<file path="src/design/deq_pkg.sv">
// Shared codes and types for the double-ended queue.
// No dependencies; used by the cells, the top level and the checker.
`default_nettype none
package deq_pkg;

	localparam logic [1:0] KIND_PUSH_RIGHT = 2'd0;
	localparam logic [1:0] KIND_POP_LEFT   = 2'd1;
	localparam logic [1:0] KIND_POP_RIGHT  = 2'd2;

	localparam logic [1:0] ERR_OK    = 2'd0;
	localparam logic [1:0] ERR_FULL  = 2'd1;
	localparam logic [1:0] ERR_EMPTY = 2'd2;

	// Per-row cell control; shift_dn takes the upper neighbor, shift_up the lower.
	typedef struct packed {
		logic load;
		logic shift_dn;
		logic shift_up;
	} deq_cell_ctrl_t;

endpackage
`default_nettype wire

</file>
<file path="src/design/deq_if.sv">
// Request and response channel interfaces for the double-ended queue.
// Valid/ready handshake; widths follow the item width and count width.
`default_nettype none
interface deq_req_if #(
	parameter int ITEM_WIDTH = 32
);
	logic                  valid;
	logic                  ready;
	logic [1:0]            kind;
	logic [ITEM_WIDTH-1:0] value;

	modport source (output valid, output kind, output value, input ready);
	modport sink   (input valid, input kind, input value, output ready);
endinterface

interface deq_rsp_if #(
	parameter int ITEM_WIDTH = 32,
	parameter int CNT_W      = 5
);
	logic                  valid;
	logic                  ready;
	logic [ITEM_WIDTH-1:0] popped_value;
	logic                  pop_valid;
	logic [1:0]            error_code;
	logic [ITEM_WIDTH-1:0] left_item;
	logic [ITEM_WIDTH-1:0] right_item;
	logic [CNT_W-1:0]      item_count;
	logic                  is_empty;

	modport source (output valid, output popped_value, output pop_valid, output error_code,
		output left_item, output right_item, output item_count, output is_empty,
		input ready);
	modport sink   (input valid, input popped_value, input pop_valid, input error_code,
		input left_item, input right_item, input item_count, input is_empty,
		output ready);
endinterface
`default_nettype wire

</file>
<file path="src/design/double_ended_queue_top.sv">
// Bounded double-ended queue built from two rows of shifting cells.
// Depends on deq_pkg, deq_if, deq_chain and deq_cell.
//
// Use:
//   req carries one request: kind (push right, pop left, pop right) and value.
//   rsp returns one result per request: popped value, pop_valid, error code,
//   leftmost and rightmost items, item count and empty flag.
//   One row keeps the leftmost item in cell 0, the other keeps the rightmost
//   item in cell 0; each accepted push or pop shifts or loads the rows.
//   The result is registered and valid the cycle after the request is accepted.
//   Throughput: one request per cycle while rsp takes each result, set by
//   the one-entry output register.
//   A push while full or a pop while empty changes nothing and reports an
//   error; kind 3 changes nothing and reports the current state.
//   Reset empties the queue and drops any pending result; stored items are
//   not cleared.
//   When rsp stalls, the result holds and req.ready drops until it is taken.
`default_nettype none
module double_ended_queue_top #(
	parameter int CAPACITY   = 16,
	parameter int ITEM_WIDTH = 32
) (
	input wire logic clk,
	input wire logic arst_n,
	deq_req_if.sink   req,
	deq_rsp_if.source rsp
);
	localparam int CNT_W = $clog2(CAPACITY + 1);

	logic [CNT_W-1:0]      count_q;
	logic                  out_valid_q;
	logic [ITEM_WIDTH-1:0] popped_q;
	logic                  pop_valid_q;
	logic [1:0]            err_q;
	logic [ITEM_WIDTH-1:0] left_q;
	logic [ITEM_WIDTH-1:0] right_q;
	logic [CNT_W-1:0]      count_out_q;

	logic                  fire;
	logic                  is_push;
	logic                  is_pop_l;
	logic                  is_pop_r;
	logic                  full;
	logic                  empty;
	logic                  multi;
	logic                  push_ok;
	logic                  pop_l_ok;
	logic                  pop_r_ok;
	logic [CNT_W-1:0]      count_d;
	logic [ITEM_WIDTH-1:0] popped_d;
	logic [1:0]            err_d;
	logic [ITEM_WIDTH-1:0] left_d;
	logic [ITEM_WIDTH-1:0] right_d;

	logic [ITEM_WIDTH-1:0] l_head;
	logic [ITEM_WIDTH-1:0] l_next;
	logic [ITEM_WIDTH-1:0] r_head;
	logic [ITEM_WIDTH-1:0] r_next;

	deq_pkg::deq_cell_ctrl_t l_ctrl;
	deq_pkg::deq_cell_ctrl_t r_ctrl;

	assign req.ready = !out_valid_q || rsp.ready;
	assign fire      = req.valid && req.ready;

	assign is_push  = req.kind == deq_pkg::KIND_PUSH_RIGHT;
	assign is_pop_l = req.kind == deq_pkg::KIND_POP_LEFT;
	assign is_pop_r = req.kind == deq_pkg::KIND_POP_RIGHT;
	assign full     = count_q == CNT_W'(CAPACITY);
	assign empty    = count_q == '0;
	assign multi    = count_q > CNT_W'(1);

	assign push_ok  = is_push && !full;
	assign pop_l_ok = is_pop_l && !empty;
	assign pop_r_ok = is_pop_r && !empty;

	// Left-aligned row: far-end load on push, shift down on left pop.
	assign l_ctrl.load     = fire && push_ok;
	assign l_ctrl.shift_dn = fire && pop_l_ok;
	assign l_ctrl.shift_up = 1'b0;
	// Right-aligned row: shift up on push, shift down on right pop.
	assign r_ctrl.load     = 1'b0;
	assign r_ctrl.shift_dn = fire && pop_r_ok;
	assign r_ctrl.shift_up = fire && push_ok;

	deq_chain #(
		.WIDTH(ITEM_WIDTH),
		.DEPTH(CAPACITY),
		.CNT_W(CNT_W)
	) u_left_row (
		.clk  (clk),
		.ctrl (l_ctrl),
		.count(count_q),
		.value(req.value),
		.head (l_head),
		.next (l_next)
	);

	deq_chain #(
		.WIDTH(ITEM_WIDTH),
		.DEPTH(CAPACITY),
		.CNT_W(CNT_W)
	) u_right_row (
		.clk  (clk),
		.ctrl (r_ctrl),
		.count(count_q),
		.value(req.value),
		.head (r_head),
		.next (r_next)
	);

	always_comb begin
		count_d  = count_q;
		popped_d = '0;
		err_d    = deq_pkg::ERR_OK;
		left_d   = empty ? '0 : l_head;
		right_d  = empty ? '0 : r_head;
		if (is_push) begin
			if (full) begin
				err_d = deq_pkg::ERR_FULL;
			end else begin
				count_d = count_q + CNT_W'(1);
				left_d  = empty ? req.value : l_head;
				right_d = req.value;
			end
		end else if (is_pop_l || is_pop_r) begin
			if (empty) begin
				err_d = deq_pkg::ERR_EMPTY;
			end else begin
				count_d  = count_q - CNT_W'(1);
				popped_d = is_pop_l ? l_head : r_head;
				left_d   = !multi ? '0 : (is_pop_l ? l_next : l_head);
				right_d  = !multi ? '0 : (is_pop_r ? r_next : r_head);
			end
		end
	end

	always_ff @(posedge clk or negedge arst_n) begin
		if (!arst_n) begin
			count_q     <= '0;
			out_valid_q <= 1'b0;
		end else begin
			if (fire) begin
				count_q     <= count_d;
				out_valid_q <= 1'b1;
			end else if (rsp.ready) begin
				out_valid_q <= 1'b0;
			end
		end
	end

	always_ff @(posedge clk) begin
		if (fire) begin
			popped_q    <= popped_d;
			pop_valid_q <= pop_l_ok || pop_r_ok;
			err_q       <= err_d;
			left_q      <= left_d;
			right_q     <= right_d;
			count_out_q <= count_d;
		end
	end

	assign rsp.valid        = out_valid_q;
	assign rsp.popped_value = popped_q;
	assign rsp.pop_valid    = pop_valid_q;
	assign rsp.error_code   = err_q;
	assign rsp.left_item    = left_q;
	assign rsp.right_item   = right_q;
	assign rsp.item_count   = count_out_q;
	assign rsp.is_empty     = count_out_q == '0;
endmodule
`default_nettype wire

</file>
<file path="src/design/deq_cell.sv">
// One storage cell of a deque row: hold, take a neighbor, or load the new item.
// Depends on deq_pkg for the control struct.
`default_nettype none
module deq_cell #(
	parameter int WIDTH = 32,
	parameter int INDEX = 0,
	parameter int CNT_W = 5
) (
	input  wire logic                    clk,
	input  wire deq_pkg::deq_cell_ctrl_t ctrl,
	input  wire logic [CNT_W-1:0]        count,
	input  wire logic [WIDTH-1:0]        value,
	input  wire logic [WIDTH-1:0]        lower,
	input  wire logic [WIDTH-1:0]        upper,
	output logic      [WIDTH-1:0]        data
);
	logic [WIDTH-1:0] data_q;

	always_ff @(posedge clk) begin
		if (ctrl.shift_dn) begin
			data_q <= upper;
		end else if (ctrl.shift_up) begin
			data_q <= lower;
		end else if (ctrl.load && count == CNT_W'(INDEX)) begin
			data_q <= value;
		end
	end

	assign data = data_q;
endmodule
`default_nettype wire

</file>
<file path="src/design/deq_chain.sv">
// A row of deq_cell instances, cell 0 at the aligned end of the row.
// Depends on deq_pkg and deq_cell.
`default_nettype none
module deq_chain #(
	parameter int WIDTH = 32,
	parameter int DEPTH = 16,
	parameter int CNT_W = 5
) (
	input  wire logic                    clk,
	input  wire deq_pkg::deq_cell_ctrl_t ctrl,
	input  wire logic [CNT_W-1:0]        count,
	input  wire logic [WIDTH-1:0]        value,
	output logic      [WIDTH-1:0]        head,
	output logic      [WIDTH-1:0]        next
);
	logic [WIDTH-1:0] cells [DEPTH];

	for (genvar i = 0; i < DEPTH; i++) begin : g_cell
		logic [WIDTH-1:0] lower;
		logic [WIDTH-1:0] upper;

		if (i == 0) begin : g_first
			assign lower = value;
		end else begin : g_inner_lo
			assign lower = cells[i-1];
		end
		if (i == DEPTH - 1) begin : g_last
			assign upper = cells[i];
		end else begin : g_inner_hi
			assign upper = cells[i+1];
		end

		deq_cell #(
			.WIDTH(WIDTH),
			.INDEX(i),
			.CNT_W(CNT_W)
		) u_cell (
			.clk  (clk),
			.ctrl (ctrl),
			.count(count),
			.value(value),
			.lower(lower),
			.upper(upper),
			.data (cells[i])
		);
	end

	assign head = cells[0];
	assign next = cells[1];
endmodule
`default_nettype wire

</file>
<file path="src/flat_wrapper.sv">
// flat-port wrapper written by rule: the top's interface ports become plain ports
module double_ended_queue_top_flat 
#(
	parameter int CAPACITY   = 16,
	parameter int ITEM_WIDTH = 32
)
  (clk, arst_n, req_valid, req_kind, req_value, req_ready, rsp_valid, rsp_popped_value, rsp_pop_valid, rsp_error_code, rsp_left_item, rsp_right_item, rsp_item_count, rsp_is_empty, rsp_ready);
  deq_req_if #(.ITEM_WIDTH(ITEM_WIDTH)) req_i ();
  deq_rsp_if #(.ITEM_WIDTH(ITEM_WIDTH)) rsp_i ();
  input wire logic clk;
  input wire logic arst_n;
  input wire logic [$bits(req_i.valid)-1:0] req_valid;
  input wire logic [$bits(req_i.kind)-1:0] req_kind;
  input wire logic [$bits(req_i.value)-1:0] req_value;
  output wire logic [$bits(req_i.ready)-1:0] req_ready;
  output wire logic [$bits(rsp_i.valid)-1:0] rsp_valid;
  output wire logic [$bits(rsp_i.popped_value)-1:0] rsp_popped_value;
  output wire logic [$bits(rsp_i.pop_valid)-1:0] rsp_pop_valid;
  output wire logic [$bits(rsp_i.error_code)-1:0] rsp_error_code;
  output wire logic [$bits(rsp_i.left_item)-1:0] rsp_left_item;
  output wire logic [$bits(rsp_i.right_item)-1:0] rsp_right_item;
  output wire logic [$bits(rsp_i.item_count)-1:0] rsp_item_count;
  output wire logic [$bits(rsp_i.is_empty)-1:0] rsp_is_empty;
  input wire logic [$bits(rsp_i.ready)-1:0] rsp_ready;
  assign req_i.valid = req_valid;
  assign req_i.kind = req_kind;
  assign req_i.value = req_value;
  assign req_ready = req_i.ready;
  assign rsp_valid = rsp_i.valid;
  assign rsp_popped_value = rsp_i.popped_value;
  assign rsp_pop_valid = rsp_i.pop_valid;
  assign rsp_error_code = rsp_i.error_code;
  assign rsp_left_item = rsp_i.left_item;
  assign rsp_right_item = rsp_i.right_item;
  assign rsp_item_count = rsp_i.item_count;
  assign rsp_is_empty = rsp_i.is_empty;
  assign rsp_i.ready = rsp_ready;
  double_ended_queue_top #(.CAPACITY(CAPACITY), .ITEM_WIDTH(ITEM_WIDTH)) u_core (.clk(clk), .arst_n(arst_n), .req(req_i), .rsp(rsp_i));
endmodule
</file>
<file path="config.mk">
export PLATFORM = sky130hd
export DESIGN_NAME = double_ended_queue_top_flat
export DESIGN_NICKNAME = d
export VERILOG_FILES = /design/src/design/deq_pkg.sv /design/src/design/deq_if.sv /design/src/design/double_ended_queue_top.sv /design/src/design/deq_cell.sv /design/src/design/deq_chain.sv /design/src/flat_wrapper.sv
export SDC_FILE = /design/constraint.sdc
export NUM_CORES = 1
export LEC_CHECK = 0
export CORE_MARGIN = 2
export CORE_UTILIZATION = 35
export CTS_BUF_LIST = sky130_fd_sc_hd__clkbuf_4 sky130_fd_sc_hd__clkbuf_8
export CTS_CLUSTER_DIAMETER = 30
export DETAILED_ROUTE_END_ITERATION = 8
export DONT_BUFFER_PORTS = 1
export SLEW_MARGIN = 0
export SYNTH_ARGS = -nofsm -noshare
export SYNTH_HDL_FRONTEND = slang
export SYNTH_SLANG_ARGS = --single-unit
export TNS_END_PERCENT = 30
</file>
<file path="constraint.sdc">
create_clock -name clk -period 43.2 [get_ports clk]
set_input_delay 6.48 -clock clk [delete_from_list [all_inputs] [get_ports clk]]
set_output_delay 6.48 -clock clk [all_outputs]
set_load 0.05 [all_outputs]
</file>
==> results of run 1 <==
path summary, 6_finish.rpt:
| kind | from | to | slack [ns] |
|---|---|---|---|
| hold / removal | u_core.u_right_row.g_cell[14].u_cell.data[25]$_DFFE_PP_ | u_core.u_right_row.g_cell[15].u_cell.data[25]$_DFFE_PP_ | 0.42 |
| setup reg to reg | u_core.rsp.valid$_DFFE_PN0P_ | u_core.u_right_row.g_cell[13].u_cell.data[6]$_DFFE_PP_ | 36.65 |
| min in group asynchronous | arst_n | u_core.count_q[1]$_DFFE_PN0P_ | 5.31 |
| max in group asynchronous | arst_n | u_core.count_q[4]$_DFFE_PN0P_ | 37.81 |
| hold reg to reg | u_core.u_right_row.g_cell[14].u_cell.data[25]$_DFFE_PP_ | u_core.u_right_row.g_cell[15].u_cell.data[25]$_DFFE_PP_ | 0.42 |
| setup / recovery | rsp_ready | req_ready | 29.72 |
cells by family after synthesis:
logic type | count (synthesis) | share of synthesized area, %
AO/OA/AOI/OAI | 619 | 9.93
XOR/XNOR | 3 | 0.0559
adder cells (fa/ha/maj) | 9 | 0.240
buffers and inverters | 190 | 2.45
flip-flops | 1134 | 72.4
multiplexers | 513 | 12.2
AND/OR/NAND/NOR | 215 | 2.73
worst register-to-register path, cell delays in order (launching register included):
cell and delay (ns):
dfrtp_1 0.56, nor2b_1 0.26, inv_1 0.40, nand2_1 0.53, inv_4 0.21, nand3_4 0.45
o21ai_4 0.19, buf_4 0.74, buf_4 0.98, buf_4 0.81, buf_4 0.99
cells in the final DEF, fill, tap and decap left out, types with 6 or more instances in the layout:
cell type   instances
a21o_1            481
a21oi_1            33
a221o_1            63
and2_1             34
buf_4              42
bufinv_16          15
clkbuf_4           37
clkbuf_8          198
clkinv_1           47
clkinv_2           28
clkinv_4            8
clkinvlp_4         15
dfrtp_1             6
edfxtp_1         1128
ha_1                8
inv_1               8
inv_6               6
inv_8               6
mux2_2            480
mux2i_1            33
nand2_1            78
nor2_1             39
nor2b_1             6
nor2b_4            28
o21ai_0             7
o21ai_4            15
sequential cells by signal, indices dropped and copies added (netlist names):
register / cells
u_core.count_q: 5
u_core.rsp.popped_value: 32
u_core.u_left_row.g_cell.u_cell.data: 512
u_core.rsp.error_code: 2
u_core.u_right_row.g_cell.u_cell.data: 512
u_core.rsp.pop_valid: 1
u_core.rsp.right_item: 32
u_core.rsp.item_count: 5
u_core.rsp.valid: 1
u_core.rsp.left_item: 32
where the power goes:
| part | leakage, uW | internal (uW) | switching (uW) |
|---|---|---|---|
| Sequential | 0.0105 | 1280 | 61.8 |
| Clock | 0.00210 | 558 | 458 |
| Combinational | 0.00705 | 70.9 | 105 |
| Total | 0.0196 | 1910 | 624 |
metrics by stage:
step	util [%]	setup slack [ns]	power, uW
global placement	36.5	29.77	1540
detailed placement	36.5	29.72	1540
global route	39.6	29.68	2640
CTS	39.6	29.72	2570
finish	39.6	29.72	2540
floorplan	-	0.620	1530
routing by layer:
layer,up-vias,GRT usage (%)
met5,-,0
met1,12386,20.1
met4,4,4.21
li1,10655,-
met3,154,5.19
met2,728,20.2
layout make-up:
cell class | count | area (um^2)
sequential | 1134 | 34000
tap | 1768 | 2210
clock inverter | 127 | 1100
clock buffer | 235 | 3000
fill | 12273 | 80500
inverter | 9 | 36.3
antenna | 1 | 2.50
multi-input combinational | 1359 | 12100
timing repair buffer | 44 | 355
==> qor.yml, run 1 <==
route.met2.wl_um: 41900
post_cts_buffers: 0
period_share_pct: 31.2
dpl-instance-area_mm2: 0.0487
met3_length_um: 8970
cts_max_level: 4
critical_path_depth: 2
die_h_um: 370
dp_cells: 4314
fmax_mhz: 74.2
clkTransAtPathRegs_ns: 0.06
crit_fanout: 4
crit_path_top_delay_cell: "inv_1"
ctsHoldBuffers: 0
timing.hold.ws_ns: 0.423
met1_length_um: 46200
antenna_found_initial: 7
start_util_pct: 35.3
critPathKind: "in -> out"
worstSkewPairLatency_ns: 0.86
grt-ovfl-total: 0
cpPeakStageDelay_ns: 0.31
yosysSeqAreaShare_pct: 72.4
fin_cells: 4677
powerDensity_mw_per_mm2: 48.0
slew_headroom_pct: 17.7
clk_path_buf_depth: 3
synthTopCellsByCount: "edfxtp_1, a21o_1, mux2_2, nand2_1, buf_2"
status: "complete, no violations"
cp.buffers_inverters: 1
p_leak_uw: 0.0196
synth_most_common_cell: "edfxtp_1"
vias_per_cell: 5.12
netlist_instances: 2683
syn_nets: 2730
cts_resized: 0
drt_iter0_markers: 2438
hold_path_class: "reg -> reg"
syn2layout_area_growth_pct: 12.4
cts_root_buffer: "clkbuf_8"
maxSlewViolCount: 0
cp.required_ns: 36.72
die_w_um: 370
synth_edf_count: 1128
routed_wl_um: 98800
track_usage_pct: 14.2
grt_pass1_wl_um: 150000
ys_warn_count: 0
ys_types: 48
dpl.hpwl_um: 56100
async_flop_share_pct: 0.529
synth.area.top_cells: "edfxtp_1, mux2_2, a21o_1"
critPathTopFamily: "buffers and inverters"
worstPathArrival_ns: 7.00
synth_area_mm2: 0.0470
numCtsBuffers: 194
yosysTopAreaCellShare_pct: 72.1
nNetsFinal: 2789
vdd_drop_max_mv: 0.0288
rows: 134
port_buffers: 0
grt_max_degree: 205
route.detailed.drc: 0
ant_nets: 0
synthFlopType: "edfxtp_1"
yosys.area.top_type: "edfxtp_1"
vias: 23927
hold-path-cell-count: 0
avgSynthCellArea_um2: 17.5
routed.top_layer: "met5"
ioPinCount: 145
die-area_mm2: 0.137
skew_ns: 0.0331
core_area_mm2: 0.133
wl_per_cell_um: 21.1
place.gp.congestion: 0.822
dr.pass1.iters: 5
startpoint_type: "primary input"
reg2reg_depth: 10
cap_violations: 0
min_period_ns: 13.48
ys_ff_latch: 1134
fin_setup_tns_ns: 0
grt_pass1_vias: 24554
final_layout_size_suffix_gt1_share_pct: 31.0
cts.sinks: 1134
path_cells: "nor2b_1, inv_1"
finalHoldViolCount: 0
worst_pin_slew_ns: 1.23
cts_tree: "done"
setup_viol: 0
endpoint_kind: "primary output"
rsz0062_at_grt: "false"
finish.instance_area_mm2: 0.0528
(Power assumes the default switching activity.)
==> run 2, diff against run 1 <==
--- a/config.mk
+++ b/config.mk
@@ -5,6 +5,7 @@
 export SDC_FILE = /design/constraint.sdc
 export NUM_CORES = 1
 export LEC_CHECK = 0
+export ABC_AREA = 1
 export CORE_MARGIN = 2
 export CORE_UTILIZATION = 35
 export CTS_BUF_LIST = sky130_fd_sc_hd__clkbuf_4 sky130_fd_sc_hd__clkbuf_8
==> constraint.sdc (replaced) <==
create_clock -name clk -period 13.2 [get_ports clk]
set_input_delay 1.98 -clock clk [delete_from_list [all_inputs] [get_ports clk]]
set_output_delay 1.98 -clock clk [all_outputs]
set_load 0.05 [all_outputs]
==> run 2 against run 1 <==
Die area grew 2.5%. Total power rose to 3.8 times the previous value. Critical path depth is 7 higher. Critical path type is now in -> reg. First-iteration DRC count is 47% higher. Synthesized cell count is 69% higher. Hold slack improved by 0.035 ns. Clock skew is 0.027 ns higher. Setup slack got worse by 22 ns.
==> qor.yml, run 2 <==
final_layout_size_suffix_gt1_share_pct: 9.27
ys_warn_count: 0
core_area_mm2: 0.137
syn2layout_area_growth_pct: 13.1
multi_input_area_mm2: 0.0119
min_period_ns: 5.90
synthTopCellsByCount: "nand2_1, edfxtp_1, o21ai_0, inv_1, nor2_1"
p_leak_uw: 0.0208
cpMostUsedCell: "buf_4"
path_cells: "inv_1, nand2_1, nand2_2, inv_4, nand3_4, buf_4, buf_4, buf_4, o21ai_0"
nFillCells: 13213
setup_viol: 0
syn_nets: 4583
die_h_um: 375
endpoint_kind: "flip-flop"
fin_cells: 6493
use_met1_pct: 22.0
worstPathArrival_ns: 6.50
grt_pass1_wl_um: 187000
slew_headroom_pct: 17.5
synth_edf_count: 1128
dr.pass1.iters: 9
grt-ovfl-total: 0
cts_tree: "done"
synth.area.top_cells: "edfxtp_1, nand2_1, o21ai_0"
ys_ff_latch: 1134
cpPeakStageDelay_ns: 0.84
maxSlewViolCount: 0
vias_per_cell: 4.95
hold-path-cell-count: 0
skew_ns: 0.0601
start_util_pct: 35.1
worstSkewPairLatency_ns: 0.93
synth_area_mm2: 0.0482
dp_cells: 6097
numCtsBuffers: 210
reg2reg_depth: 8
clk_path_buf_depth: 3
crit_fanout: 114
grt_util_met3_pct: 4.91
cap_violations: 0
grt_max_degree: 253
yosys.area.top_type: "edfxtp_1"
drt_iter0_markers: 3576
layout_commonest_cell: "nand2_1"
rsz0062_at_grt: "false"
ctsHoldBuffers: 0
rows: 136
avgSynthCellArea_um2: 10.6
antenna_found_initial: 6
cp.buffers_inverters: 5
yosysSeqAreaShare_pct: 70.6
synth_most_common_cell: "nand2_1"
crit_path_top_delay_cell: "buf_4"
cts_root_buffer: "clkbuf_8"
wl_per_cell_um: 18.8
critPathKind: "in -> reg"
vdd_drop_max_mv: 0.115
yosysTopAreaCellShare_pct: 70.3
fin_setup_tns_ns: 0
cts.sinks: 1134
routed_wl_um: 122000
startpoint_type: "primary input"
port_buffers: 0
fmax_mhz: 169
cp.required_ns: 13.79
route.detailed.drc: 0
reg2reg_slack_ns: 7.44
track_usage_pct: 17.2
status: "complete, no violations"
ys_types: 30
synthFlopType: "edfxtp_1"
critPathTopFamily: "buffers and inverters"
period_share_pct: 44.7
powerDensity_mw_per_mm2: 178
async_flop_share_pct: 0.529
reg2reg_to: "u_core.u_right_row.g_cell[11].u_cell.data[26]$_DFFE_PP_"
place.gp.congestion: 0.850
clkTransAtPathRegs_ns: 0.06
final_cell_mix: "nand2_1, edfxtp_1, o21ai_0"
r2r_start: "u_core.rsp.valid$_DFFE_PN0P_"
grt_pass1_vias: 31447
ant_nets: 0
dpl.hpwl_um: 74600
hold_path_class: "reg -> reg"
gr-usage-met2_pct: 27.0
holdPathEnd: "u_core.u_right_row.g_cell[15].u_cell.data[6]$_DFFE_PP_"
die-area_mm2: 0.141
holdCritStartpoint: "u_core.u_right_row.g_cell[14].u_cell.data[6]$_DFFE_PP_"
netlist_instances: 4536
cts_resized: 0
vias: 32122
worst_pin_slew_ns: 1.23
finalHoldViolCount: 0
die_w_um: 375
ioPinCount: 145
nNetsFinal: 4562
post_cts_buffers: 0
ff_latch_area_mm2: 0.0340
cts_max_level: 4
grt-busiest-layer: "met2"
[run 2: where the power goes]
part / total (uW) / switching [uW] / internal [uW]
Combinational: 1250 / 975 / 272
Clock: 3740 / 1570 / 2170
Sequential: 4740 / 318 / 4420
Total: 9730 / 2860 / 6860
[run 2: per-stage QoR]
stage / hold slack (ns) / utilization [%] / total power (uW) / worst slack [ns] / cell area (um^2)
2_1_floorplan: 0.427 / - / 5600 / 1.11 / 48200
4_1_cts: 0.456 / 39.7 / 9800 / 7.41 / 54500
5_1_grt: 0.469 / 39.7 / 10100 / 6.97 / 54500
3_3_place_gp: 0.430 / 36.3 / 6020 / 6.50 / 49800
3_5_place_dp: 0.437 / 36.3 / 6040 / 6.41 / 49800
6_report: 0.458 / 39.7 / 9730 / 7.30 / 54500
[run 2: area by class of cell]
class | instances | share of cell area [%]
well taps | 1794 | 4.12
diodes | 6 | 0.0275
clock inverters | 134 | 2.66
multi-input cells | 2787 | 21.8
clock buffers | 256 | 5.98
inverters | 340 | 2.36
flip-flops and latches | 1134 | 62.4
repair buffers | 42 | 0.670
[run 2: routing by layer]
metal  vias to the layer above  routed length [um]  part of all wire [%]
met5                         -                  13                 0.011
met2                      1100               55600                    46
li1                      15178                   -                     -
met3                       264               10000                   8.2
met1                     15578               51300                    42
met4                         2                5130                   4.2
[run 2: how the worst max path moves through the flow]
stage / startpoint / endpoint / depth (start not counted)
after detailed placement: rsp_ready / u_core.u_right_row.g_cell[4].u_cell.data[26]$_DFFE_PP_ / 9
final: rsp_ready / u_core.u_right_row.g_cell[11].u_cell.data[26]$_DFFE_PP_ / 9
after global routing: rsp_ready / u_core.u_right_row.g_cell[4].u_cell.data[25]$_DFFE_PP_ / 9
after floorplan: rsp_ready / u_core.u_right_row.g_cell[0].u_cell.data[0]$_DFFE_PP_ / 8
after CTS: rsp_ready / u_core.u_right_row.g_cell[4].u_cell.data[26]$_DFFE_PP_ / 9
after global placement: rsp_ready / u_core.u_right_row.g_cell[12].u_cell.data[29]$_DFFE_PP_ / 9
[run 2: kinds of logic (layout without fill, tap and decap cells)]
family / Yosys count / count (layout) / synth area share, %
buf+inv: 615 / 772 / 5.13
fa+ha+maj: 9 / 9 / 0.234
other cells: 0 / 6 / 0
simple gates: 2101 / 2101 / 16.9
xor+xnor: 3 / 3 / 0.0545
compound gates: 674 / 674 / 7.13
flops: 1134 / 1134 / 70.6
